File: src/lca_ram.sv
`default_nettype none

module lca_ram #(
    parameter int WIDTH = 8,
    parameter int DEPTH = 16,
    localparam int AW   = $clog2(DEPTH)
) (
    input  wire logic             aclk,
    input  wire logic             we,
    input  wire logic [AW-1:0]    waddr,
    input  wire logic [WIDTH-1:0] wdata,
    input  wire logic [AW-1:0]    ra_addr,
    output logic      [WIDTH-1:0] ra_data,
    input  wire logic [AW-1:0]    rb_addr,
    output logic      [WIDTH-1:0] rb_data
);

    logic [WIDTH-1:0] mem [DEPTH];

    // One write port, two registered read ports (read returns old data)
    always_ff @(posedge aclk) begin
        if (we) begin
            mem[waddr] <= wdata;
        end
        ra_data <= mem[ra_addr];
        rb_data <= mem[rb_addr];
    end

endmodule

`default_nettype wire

File: config.mk
export PLATFORM = sky130hd
export DESIGN_NAME = lca_ram
export DESIGN_NICKNAME = d
export VERILOG_FILES = /design/src/lca_ram.sv
export SDC_FILE = /design/constraint.sdc
export NUM_CORES = 1
export LEC_CHECK = 0
export BUFFER_PORTS_ARGS = -buffer_cell sky130_fd_sc_hd__buf_4
export CORE_MARGIN = 3
export CORE_UTILIZATION = 34
export CTS_CLUSTER_DIAMETER = 200
export CTS_CLUSTER_SIZE = 8
export DETAILED_ROUTE_END_ITERATION = 12
export PLACE_DENSITY = 0.55
export SYNTH_ARGS = -nofsm -noshare
export SYNTH_HDL_FRONTEND = slang
export SYNTH_SLANG_ARGS = --single-unit
File: constraint.sdc
create_clock -name aclk -period 1.8 [get_ports aclk]
set_input_delay 0.09 -clock aclk [delete_from_list [all_inputs] [get_ports aclk]]
set_output_delay 0.09 -clock aclk [all_outputs]
set_load 0.01 [all_outputs]
### Word level (Yosys, flattened, before mapping)

Memory sizes are Yosys's and may differ from the RTL's. A register that Yosys moved wholly into a read port is not among the register bits.
Index checks and enable logic that the tools add are counted.

* memories: 1
* bits in read-only memories: 0
* register bits: 0
* latch bits: 0
* bits in writable memories: 128
* input bits: 22
* output and inout port bits: 16
* logic and storage cells: 3

Memories
* mem: depth 16, width 8, rd ports 2, clocked after Yosys merged registers in 2, wr ports 1, RTL line 18 `logic [WIDTH-1:0] mem [DEPTH];`

* equality and inequality tests: 0
* $mul: 0
* order comparisons: 0
* reduce and logical (&&, ||, !) cells: 0
* shift-type cells: 0
* add/subtract/negate cells: 0
* divide/modulo/power cells: 0
* muxes and demuxes: 2
* bitwise logic cells: 0

Operators with widths (count)
* $mux W1: 2

### Logic depth before layout (Yosys ltp)

Gate-level depths: netlist of run 1.

* depth after elaboration: 2
* gate-level depth with buffers: 5
* depth with buffers taken out: 3

### Least setup slack after synthesis of run 1

Ideal clock, no wire load.

* kind: input to register
* from: in waddr[2]
* to: mem mem[0][0], enable pin
* slack: 0.217 ns
* required time: 1.417 ns
* library setup time: 0.383 ns
* cell stages on the path: 2
* path buffers: 0
* arrival time: 1.200 ns
* cells stage by stage: or3b_2 -> nor3_1

RTL lines
* start, declared: RTL line 10 `input wire logic [AW-1:0] waddr,`
* end, declared: RTL line 18

Straight into the memory's write port.

==> impl_metrics.env, run 1 <==
export IMPL_worstSkewPairLatency_ps=420
export IMPL_io_buffers=37
export IMPL_grt_setup_unrepaired="false"
export IMPL_die_area_um2=20340
export IMPL_via_count=3342
export IMPL_synth_nets=329
export IMPL_grt_pass1_vias=3603
export IMPL_tritoncts_buffers=17
export IMPL_nNetsFinal=402
export IMPL_switching_power_uw=1683
export IMPL_drt_iter0_drc=244
export IMPL_timing_worst_setup_path_type="reg -> reg"
export IMPL_routabilityCongestion=0.7550
export IMPL_grt_overflow_total=0
export IMPL_antenna_violations_before_repair=0
export IMPL_startpoint_type="flip-flop"
export IMPL_critical_path_fanouts_max=2
export IMPL_crit_path_end_kind="flip-flop"
export IMPL_drtAntennaViolNets=0
export IMPL_cts_root_buffer="clkbuf_16"
export IMPL_hold_path_class="in -> reg"
export IMPL_timing_final_crit_period_ps=1504
export IMPL_ys_warn_count=0
export IMPL_fin_tns_setup_ps=0
export IMPL_initial_core_utilization=0.3497
export IMPL_clock_network_fraction_of_total_power=0.420
export IMPL_wirelength_mm=14.59
export IMPL_primary_ff_master_synth="edfxtp_1"
export IMPL_report_final_setup_viol=0
export IMPL_synth_async_sr_flop_share=0
export IMPL_floorplan_die_width_um=142.6
export IMPL_detail_route_wl_per_cell_um=23.45
export IMPL_global_route_wire_length_before_repair_mm=22.10
export IMPL_power_share_combinational=0.084
export IMPL_arrival_ps=1800
export IMPL_flow_area_growth_from_synthesis_pct=20.47
export IMPL_ctsHtreeMaxLevel=4
export IMPL_route_detailed_vias_per_inst=5.373
export IMPL_clock_sinks=144
export IMPL_diodes=0
export IMPL_max_clock_freq_mhz=664.9
export IMPL_critPathRequiredTime_ps=2100
export IMPL_floorplan_die_height_um=142.6
export IMPL_ys_ff_latch=144
export IMPL_timing_hold_violations_final=0
export IMPL_io_pin_count=38
export IMPL_power_static_leakage_uw=0.002651
export IMPL_ys_seq_area_frac=0.6562
export IMPL_groute_usage_overall=0.1528
export IMPL_maxCapViolCount=0
export IMPL_core_area_um2=18150
export IMPL_synth_distinct_cells=20
export IMPL_synth_area_per_cell_um2=20.67
export IMPL_grt_start_max_net_pins=21
export IMPL_power_density_nw_per_um2=998.0
export IMPL_totalPowerFinal_uw=7630
export IMPL_postCtsSetupBuffers=0
export IMPL_share_of_total_power_in_sequential_cells=0.496
export IMPL_drc=0
export IMPL_syn_area_um2=6346
export IMPL_internal_power_uw=5946
export IMPL_post_synthesis_instance_total=307
export IMPL_outcome="finished clean"
export IMPL_count_of_flip_flops_with_a_built_in_enable_after_synthesis=128
export IMPL_cts_clk_pin_slew_worst_paths_ps=60
export IMPL_slew_headroom=0.7042
export IMPL_post_route_period_util=0.8355
export IMPL_cts_root_to_sink_buffers=2
export IMPL_worst_clock_skew_ps=9.928
export IMPL_tightestPinTransition_ps=443.8
export IMPL_1st_pass_router_iterations=5
export IMPL_std_cell_rows=49
export IMPL_switching_share=0.2206
export IMPL_power_ir_vdd_worst_mv=0.7249
export IMPL_layout_drive_gt1_share=0.3435
export IMPL_cts_tree="done"
export IMPL_report_final_slew_viol_count=0
export IMPL_detailedPlacementHpwl_mm=9.891
[layer usage]
layer | track usage | up-vias | wire, um
li1 | - | 1487 | -
met4 | 0.04252 | 0 | 203
met3 | 0.04287 | 14 | 888
met1 | 0.1984 | 1742 | 5963
met2 | 0.2537 | 99 | 7534
met5 | 0 | - | 0
[area by class of cell]
cell class,count,area [um2]
fill,1580,10500
sequential,144,4164
multi-input combinational,143,2009
timing repair buffer,74,638.1
clock buffer,17,425.4
tap,229,286.5
clock inverter,15,121.4
[cell families (layout without fill, tap and decap cells)]
family / count (synthesis) / count (layout) / share of synthesized area
simple gates: 47 / 47 / 0.03430
compound gates: 32 / 32 / 0.03785
buf+inv: 20 / 106 / 0.02721
flops: 144 / 144 / 0.6562
mux: 64 / 64 / 0.2445
[sequential cells by signal, indices dropped and copies added (netlist names)]
signal / count
mem: 128
ra_data: 8
rb_data: 8
[worst max-delay path, stage by stage (launching register included)]
cell,delay [ps]
edfxtp_1,390
mux4_4,590
a22oi_1,320
nand2_1,80
[Yosys cell counts (4+ instances only)]
library cell,number,area (um2)
edfxtp_1,128,3844
dfxtp_1,16,320.3
nor3_1,4,20.02
mux4_1,28,735.7
nor2_1,14,52.55
buf_6,6,67.56
clkdlybuf4s25_2,6,60.06
nand2_1,17,63.81
mux4_2,34,765.7
a22oi_1,32,240.2
buf_2,6,30.03
[layout by cell type (no fill, tap or decap), types with 5 or more instances in the layout]
cell,instances
a22oi_1,32
buf_12,5
buf_4,61
clkbuf_16,17
clkinv_2,7
dfxtp_1,16
dlygate4sd3_1,8
edfxtp_1,128
mux4_1,28
mux4_2,34
nand2_1,17
nor2_1,14
[stage by stage]
step	utilization	instances	hold WS (ps)	cell area [um2]	worst slack (ps)
6_report	0.4213	622	201.1	7645	296.1
3_5_place_dp	0.3867	582	409.5	7018	269.6
3_3_place_gp	0.3867	582	395.4	7018	248.5
5_1_grt	0.4213	622	193.0	7645	248.1
4_1_cts	0.4213	622	181.2	7645	278.3
2_1_floorplan	-	307	188.9	6346	217.1
[final timing paths]
| kind | slack, ps | cells past startpoint | endpoint | startpoint |
|---|---|---|---|---|
| max | 300 | 3 | rb_data[7]$_DFF_P_ | mem[2][7]$_DFFE_PP_ |
| min | 200 | 3 | mem[4][5]$_DFFE_PP_ | waddr[0] |
| max reg2reg | 300 | 3 | rb_data[7]$_DFF_P_ | mem[2][7]$_DFFE_PP_ |
| min reg2reg | 700 | 3 | ra_data[0]$_DFF_P_ | mem[7][0]$_DFFE_PP_ |
[power by group through the flow]
stage               combinational [uW]  sequential [uW]  clock [uW]
global placement                   633             3850           0
detailed placement                 639             3850           0
floorplan                          338             3860           0
global route                       693             3790        3440
finish                             642             3780        3200
CTS                                655             3780        3270
[repair_timing]
action,in CTS,in global routing
endpoints found under the hold margin,120,0
gates resized for setup,0,0
hold buffers,8,0
Power figures use the tool's default switching activity.
==> inputs of run 2 (changes only) <==
- ABC_AREA: not set -> 1
- PLACE_DENSITY: 0.55 -> 0.54
- clock period: 1.8 -> 1.45 ns (I/O delays scaled with it)
==> run 2 against run 1 <==
Compared with the run above:
- sequential share of layout area is 5.8 points lower
- non-clock buffer count is 4 higher
- hold slack worse by 180 ps
- clock power up 34%
- area after synthesis rose by 14%
- largest cell class unchanged
==> impl_metrics.env, run 2 <==
export IMPL_tightestPinTransition_ps=476.8
export IMPL_worstSkewPairLatency_ps=420
export IMPL_share_of_total_power_in_sequential_cells=0.467
export IMPL_power_share_combinational=0.106
export IMPL_power_static_leakage_uw=0.003847
export IMPL_cts_repair_resize_count=0
export IMPL_ordered_list_of_cells_on_the_worst_path="dlygate4sd3_1, buf_4, inv_1, nand3_1, nand2_1"
export IMPL_groute_usage_overall=0.1956
export IMPL_crit_path_max_incr_delay_ps=540
export IMPL_ys_warn_count=0
export IMPL_detail_route_wl_per_cell_um=18.95
export IMPL_outcome="finished clean"
export IMPL_synth_async_sr_flop_share=0
export IMPL_fin_ws_ps=380.9
export IMPL_io_pin_count=38
export IMPL_dp_worst_setup_slack_ps=246.1
export IMPL_post_route_period_util=0.7373
export IMPL_report_final_slew_viol_count=0
export IMPL_clock_sinks=144
export IMPL_cp_num_buf_inv=3
export IMPL_grt_setup_unrepaired="false"
export IMPL_antenna_violations_before_repair=0
export IMPL_critPathRequiredTime_ps=1810
export IMPL_nNetsFinal=922
export IMPL_grt_pass1_vias=5722
export IMPL_post_route_cell_area_um2=8556
export IMPL_post_synthesis_instance_total=851
export IMPL_report_final_setup_viol=0
export IMPL_die_area_um2=23140
export IMPL_maxCapViolCount=0
export IMPL_yosys_cell_count_top_type="nand2_1"
export IMPL_core_area_um2=20620
export IMPL_flow_area_growth_from_synthesis_pct=17.86
export IMPL_switching_power_uw=2453
export IMPL_wirelength_mm=22.42
export IMPL_primary_ff_master_synth="edfxtp_1"
export IMPL_top_register="mem"
export IMPL_critPathTopFamily="buffers and inverters"
export IMPL_tritoncts_buffers=17
export IMPL_worst_clock_skew_ps=8.752
export IMPL_timing_hold_violations_final=0
export IMPL_ys_seq_area_frac=0.5736
export IMPL_drt_iter0_drc=678
export IMPL_grt_overflow_total=0
export IMPL_cts_hold_fix_buffers=4
export IMPL_largest_reg_flops=128
export IMPL_layout_drive_gt1_share=0.1150
export IMPL_yosysTopAreaCell="edfxtp_1"
export IMPL_floorplan_die_height_um=152.1
export IMPL_yosysTopAreaCellShare=0.5295
export IMPL_detailedPlacementHpwl_mm=14.15
export IMPL_crit_path_end_kind="flip-flop"
export IMPL_ys_ff_latch=144
export IMPL_std_cell_rows=52
export IMPL_io_buffers=37
export IMPL_synth_area_per_cell_um2=8.531
export IMPL_1st_pass_router_iterations=6
export IMPL_synth_distinct_cells=13
export IMPL_slew_headroom=0.6821
export IMPL_drtAntennaViolNets=0
export IMPL_power_ir_vdd_worst_mv=0.8103
export IMPL_floorplan_die_width_um=152.1
export IMPL_routabilityCongestion=0.8777
export IMPL_final_cell_mix="nand2_1, nand3_1, inv_1"
export IMPL_critical_path_fanouts_max=9
export IMPL_initial_core_utilization=0.3520
export IMPL_startpoint_type="primary input"
export IMPL_timing_final_crit_period_ps=1069
export IMPL_syn_area_um2=7259
export IMPL_drc=0
export IMPL_cts_clk_pin_slew_worst_paths_ps=60
export IMPL_max_clock_freq_mhz=935.3
export IMPL_via_count=5997
export IMPL_count_of_flip_flops_with_a_built_in_enable_after_synthesis=128
export IMPL_cts_root_to_sink_buffers=2
export IMPL_fin_tns_setup_ps=0
export IMPL_worst_path_max_delay_cell="dlygate4sd3_1"
export IMPL_internal_power_uw=7600
export IMPL_hold_path_class="in -> reg"
export IMPL_synth_top_cells_by_area="edfxtp_1, nand3_1, nand2_1"
export IMPL_grt_start_max_net_pins=47
export IMPL_global_route_wire_length_before_repair_mm=34.63
export IMPL_route_detailed_vias_per_inst=5.069
export IMPL_diodes=0
export IMPL_cts_tree="done"
export IMPL_ctsHtreeMaxLevel=4
export IMPL_arrival_ps=1430
export IMPL_detailed_place_area_um2=7945
export IMPL_power_density_nw_per_um2=1175
export IMPL_cts_root_buffer="clkbuf_16"
export IMPL_layout_cells_most_common="nand2_1"
export IMPL_postCtsSetupBuffers=0
export IMPL_registers_with_the_most_flip_flops="mem: 128 flops, ra_data: 8 flops, rb_data: 8 flops"
export IMPL_yosys_top_cells_count="nand2_1, nand3_1, inv_1"
export IMPL_finalHoldWorstSlack_ps=16.58
export IMPL_synth_nets=873
export IMPL_timing_worst_setup_path_type="in -> reg"
export IMPL_switching_share=0.2440
export IMPL_clock_network_fraction_of_total_power=0.428
run 2: cell types whose count changed after synthesis, sizes merged, moves of 3 or more:
cell / previous run / this run
a22oi: 32 / 0
buf: 14 / 45
clkbuf: 0 / 3
clkdlybuf4s25: 6 / 0
inv: 0 / 138
mux4: 64 / 0
nand2: 17 / 277
nand3: 1 / 225
nor2: 14 / 17
nor3: 4 / 0
run 2: logic make-up (layout without fill, tap and decap cells):
family        after synthesis  in the layout  share of synthesized area
simple gates              521            521                     0.3092
buf+inv                   186            248                     0.1172
flops                     144            144                     0.5736
run 2: worst paths after layout:
kind,from,to,slack (ps),cells past startpoint
setup / recovery,ra_addr[3],ra_data[3]$_DFF_P_,380,5
hold / removal,wdata[0],mem[2][0]$_DFFE_PP_,20,1
setup reg to reg,mem[3][1]$_DFFE_PP_,rb_data[1]$_DFF_P_,400,6
hold reg to reg,mem[10][6]$_DFFE_PP_,ra_data[6]$_DFF_P_,680,6
run 2: cell type report:
type	instances	area, um2
inverters	138	518.0
flip-flops and latches	144	4164
multi-input cells	521	2245
clock buffers	23	457.9
clock inverters	9	112.6
well taps	270	337.8
repair buffers	78	720.7
fillers	2064	12070
run 2: routing by layer:
metal / vias up / routed length [um] / track usage / share of wire
met3: 28 / 1889 / 0.04096 / 0.084
met1: 2835 / 10240 / 0.2861 / 0.46
met2: 298 / 9955 / 0.2970 / 0.44
li1: 2836 / - / - / -
met5: - / 0 / 0 / 0
met4: 0 / 340 / 0.05051 / 0.015
run 2: stage by stage:
step / instances / util / power [uW]
floorplan: 851 / - / 5365
global placement: 1147 / 0.3852 / 5830
detailed placement: 1147 / 0.3852 / 5829
CTS: 1183 / 0.4148 / 10100
global route: 1183 / 0.4148 / 10410
finish: 1183 / 0.4148 / 10050
run 2: power groups by stage:
stage	combinational [uW]	clock [uW]	sequential [uW]
finish	1060	4300	4690
global route	1170	4550	4700
CTS	1060	4340	4690
detailed placement	1050	0	4780
global placement	1050	0	4780
floorplan	584	0	4780
run 2: worst register-to-register path, stage by stage (launching register included):
cell and delay, ps:
edfxtp_1 430, inv_1 100, nand2_1 50, nand3_1 80
nand3_1 70, nand3_1 140, nand2_1 80
==> inputs of run 3 (changes only) <==
- ABC_AREA: 1 -> 0
- PLACE_DENSITY: 0.54 -> 0.55
- clock period: 1.45 -> 1.08 ns (I/O delays scaled with it)
==> run 3 against run 2 <==
Compared with the run above:
- the flow now finishes with violations (setup timing)
- largest cell class unchanged
- utilization rose by 2.8 points
- worst setup slack got worse by 660 ps
- hold slack improved by 110 ps
- sequential share of layout area rose by 3.1 points
- via count fell by 42%
- combinational power rose by 17%
- first-iteration DRC count fell by 59%
==> impl_metrics.env, run 3 (same netlist as run 1, synthesis figures left out) <==
export IMPL_registers_with_the_most_flip_flops="mem: 128 flops, ra_data: 8 flops, rb_data: 8 flops"
export IMPL_fillers=1580
export IMPL_flow_area_growth_from_synthesis_pct=26.68
export IMPL_report_final_slew_viol_count=0
export IMPL_report_final_setup_viol=16
export IMPL_antenna_violations_before_repair=0
export IMPL_via_count=3488
export IMPL_violated_checks="setup timing"
export IMPL_timing_final_crit_period_ps=1363
export IMPL_rr_endpoint="ra_data[0]$_DFF_P_"
export IMPL_tritoncts_buffers=17
export IMPL_numPlacedInstances=608
export IMPL_power_density_nw_per_um2=1643
export IMPL_layout_cells_most_common="edfxtp_1"
export IMPL_die_area_um2=20340
export IMPL_critPathRequiredTime_ps=1390
export IMPL_floorplan_die_width_um=142.6
export IMPL_internal_power_uw=10350
export IMPL_initial_core_utilization=0.3497
export IMPL_fin_ws_ps=-283.0
export IMPL_core_area_um2=18150
export IMPL_io_buffers=37
export IMPL_grt_overflow_total=0
export IMPL_floorplan_die_height_um=142.6
export IMPL_timing_worst_setup_path_type="reg -> reg"
export IMPL_clock_network_fraction_of_total_power=0.428
export IMPL_grt_setup_unrepaired="true"
export IMPL_diodes=0
export IMPL_crit_path_end_kind="flip-flop"
export IMPL_worst_clock_skew_ps=6.725
export IMPL_switching_share=0.2159
export IMPL_worst_hold_endpoint="mem[0][4]$_DFFE_PP_"
export IMPL_max_clock_freq_mhz=733.7
export IMPL_power_static_leakage_uw=0.002749
export IMPL_power_share_combinational=0.094
export IMPL_layout_drive_gt1_share=0.5060
export IMPL_grt_start_max_net_pins=17
export IMPL_wirelength_mm=15.70
export IMPL_arrival_ps=1670
export IMPL_drt_iter0_drc=277
export IMPL_groute_usage_overall=0.1625
export IMPL_power_ir_vdd_worst_mv=1.101
export IMPL_totalPowerFinal_uw=13210
export IMPL_cts_root_to_sink_buffers=2
export IMPL_drc=0
export IMPL_cts_tree="done"
export IMPL_cts_root_buffer="clkbuf_16"
export IMPL_multi_input_comb_area_um2=2058
export IMPL_ctsHtreeMaxLevel=4
export IMPL_crit_reg2reg_launch="mem[3][0]$_DFFE_PP_"
export IMPL_critical_path_fanouts_max=2
export IMPL_post_route_period_util=1.262
export IMPL_largest_reg_flops=128
export IMPL_fin_tns_setup_ps=-2930
export IMPL_reg2reg_depth=3
export IMPL_top_register="mem"
export IMPL_timing_hold_violations_final=0
export IMPL_utilization=0.4430
export IMPL_route_detailed_vias_per_inst=5.383
export IMPL_nNetsFinal=428
export IMPL_sequential_cell_area_um2=4164
export IMPL_drtAntennaViolNets=0
export IMPL_maxCapViolCount=0
export IMPL_grt_pass1_vias=3723
export IMPL_startpoint_type="flip-flop"
export IMPL_share_of_total_power_in_sequential_cells=0.478
export IMPL_finish_cell_count_without_fillers=648
export IMPL_routabilityCongestion=0.7847
export IMPL_1st_pass_router_iterations=4
export IMPL_cts_clk_pin_slew_worst_paths_ps=60
export IMPL_detailedPlacementHpwl_mm=10.76
export IMPL_min_delay_start="waddr[1]"
export IMPL_final_cell_mix="edfxtp_1, buf_4, mux4_2"
export IMPL_global_route_wire_length_before_repair_mm=23.26
export IMPL_outcome="complete, but fails checks"
export IMPL_regToRegSetupSlack_ps=-280
export IMPL_worstSkewPairLatency_ps=420
export IMPL_clock_sinks=144
export IMPL_detail_route_wl_per_cell_um=24.23
export IMPL_slew_headroom=0.1401
export IMPL_worstHoldPathCells=3
export IMPL_hold_path_class="in -> reg"
export IMPL_tightestPinTransition_ps=1285
export IMPL_std_cell_rows=49
export IMPL_switching_power_uw=2851
export IMPL_io_pin_count=38
run 3: worst max-delay path, cell delays in order, from the launching register on:
cell and delay (ps):
edfxtp_1 390, mux4_4 640, a22oi_2 170, nand2_1 60
run 3: layout make-up:
type	instances	area share
multi-input combinational	143	0.2560
timing repair buffer	100	0.1192
clock inverter	13	0.01479
clock buffer	19	0.05634
tap	229	0.03564
sequential	144	0.5180
run 3: power groups by stage:
stage	logic, uW	registers, uW	clock network (uW)
3_5_place_dp	1180	6420	0
5_1_grt	1330	6320	6010
3_3_place_gp	1170	6420	0
6_report	1240	6310	5660
2_1_floorplan	603	6430	0
4_1_cts	1220	6310	5750
run 3: worst max-delay path by stage:
stage	from	to	slack, ps	cells past startpoint
after floorplan	mem[3][0]$_DFFE_PP_	ra_data[0]$_DFF_P_	-200	3
after global placement	rb_addr[0]	rb_data[7]$_DFF_P_	-370	5
after detailed placement	ra_addr[0]	ra_data[2]$_DFF_P_	-340	5
after CTS	mem[3][7]$_DFFE_PP_	rb_data[7]$_DFF_P_	-290	3
after global routing	mem[3][0]$_DFFE_PP_	ra_data[0]$_DFF_P_	-340	3
final	mem[3][0]$_DFFE_PP_	ra_data[0]$_DFF_P_	-280	3
run 3: timing repair:
action | CTS | global route
pin swaps | 2 | 7
endpoints found under the hold margin | 128 | 0
buffers inserted | 0 | 0
setup endpoints to repair | 16 | 16
hold buffers | 8 | 0
resized for setup | 8 | 13
run 3: stage by stage:
step | setup WS, ps | instance area (um2) | hold WS [ps]
final | -283.0 | 8039 | 124.2
after global routing | -336.9 | 8039 | 108.6
after CTS | -290.4 | 7974 | 108.1
after detailed placement | -341.6 | 7300 | 366.7
after global placement | -368.3 | 7300 | 352.2
after floorplan | -203.5 | 6330 | 152.9
run 3: routing by layer:
metal / vias to the layer above / GRT usage / share of wire / wire, um
met3: 19 / 0.04220 / 0.053 / 835
met1: 1842 / 0.2278 / 0.45 / 7133
li1: 1520 / - / - / -
met4: 0 / 0.05003 / 0.016 / 256
met5: - / 0 / 0 / 0
met2: 107 / 0.2515 / 0.48 / 7479
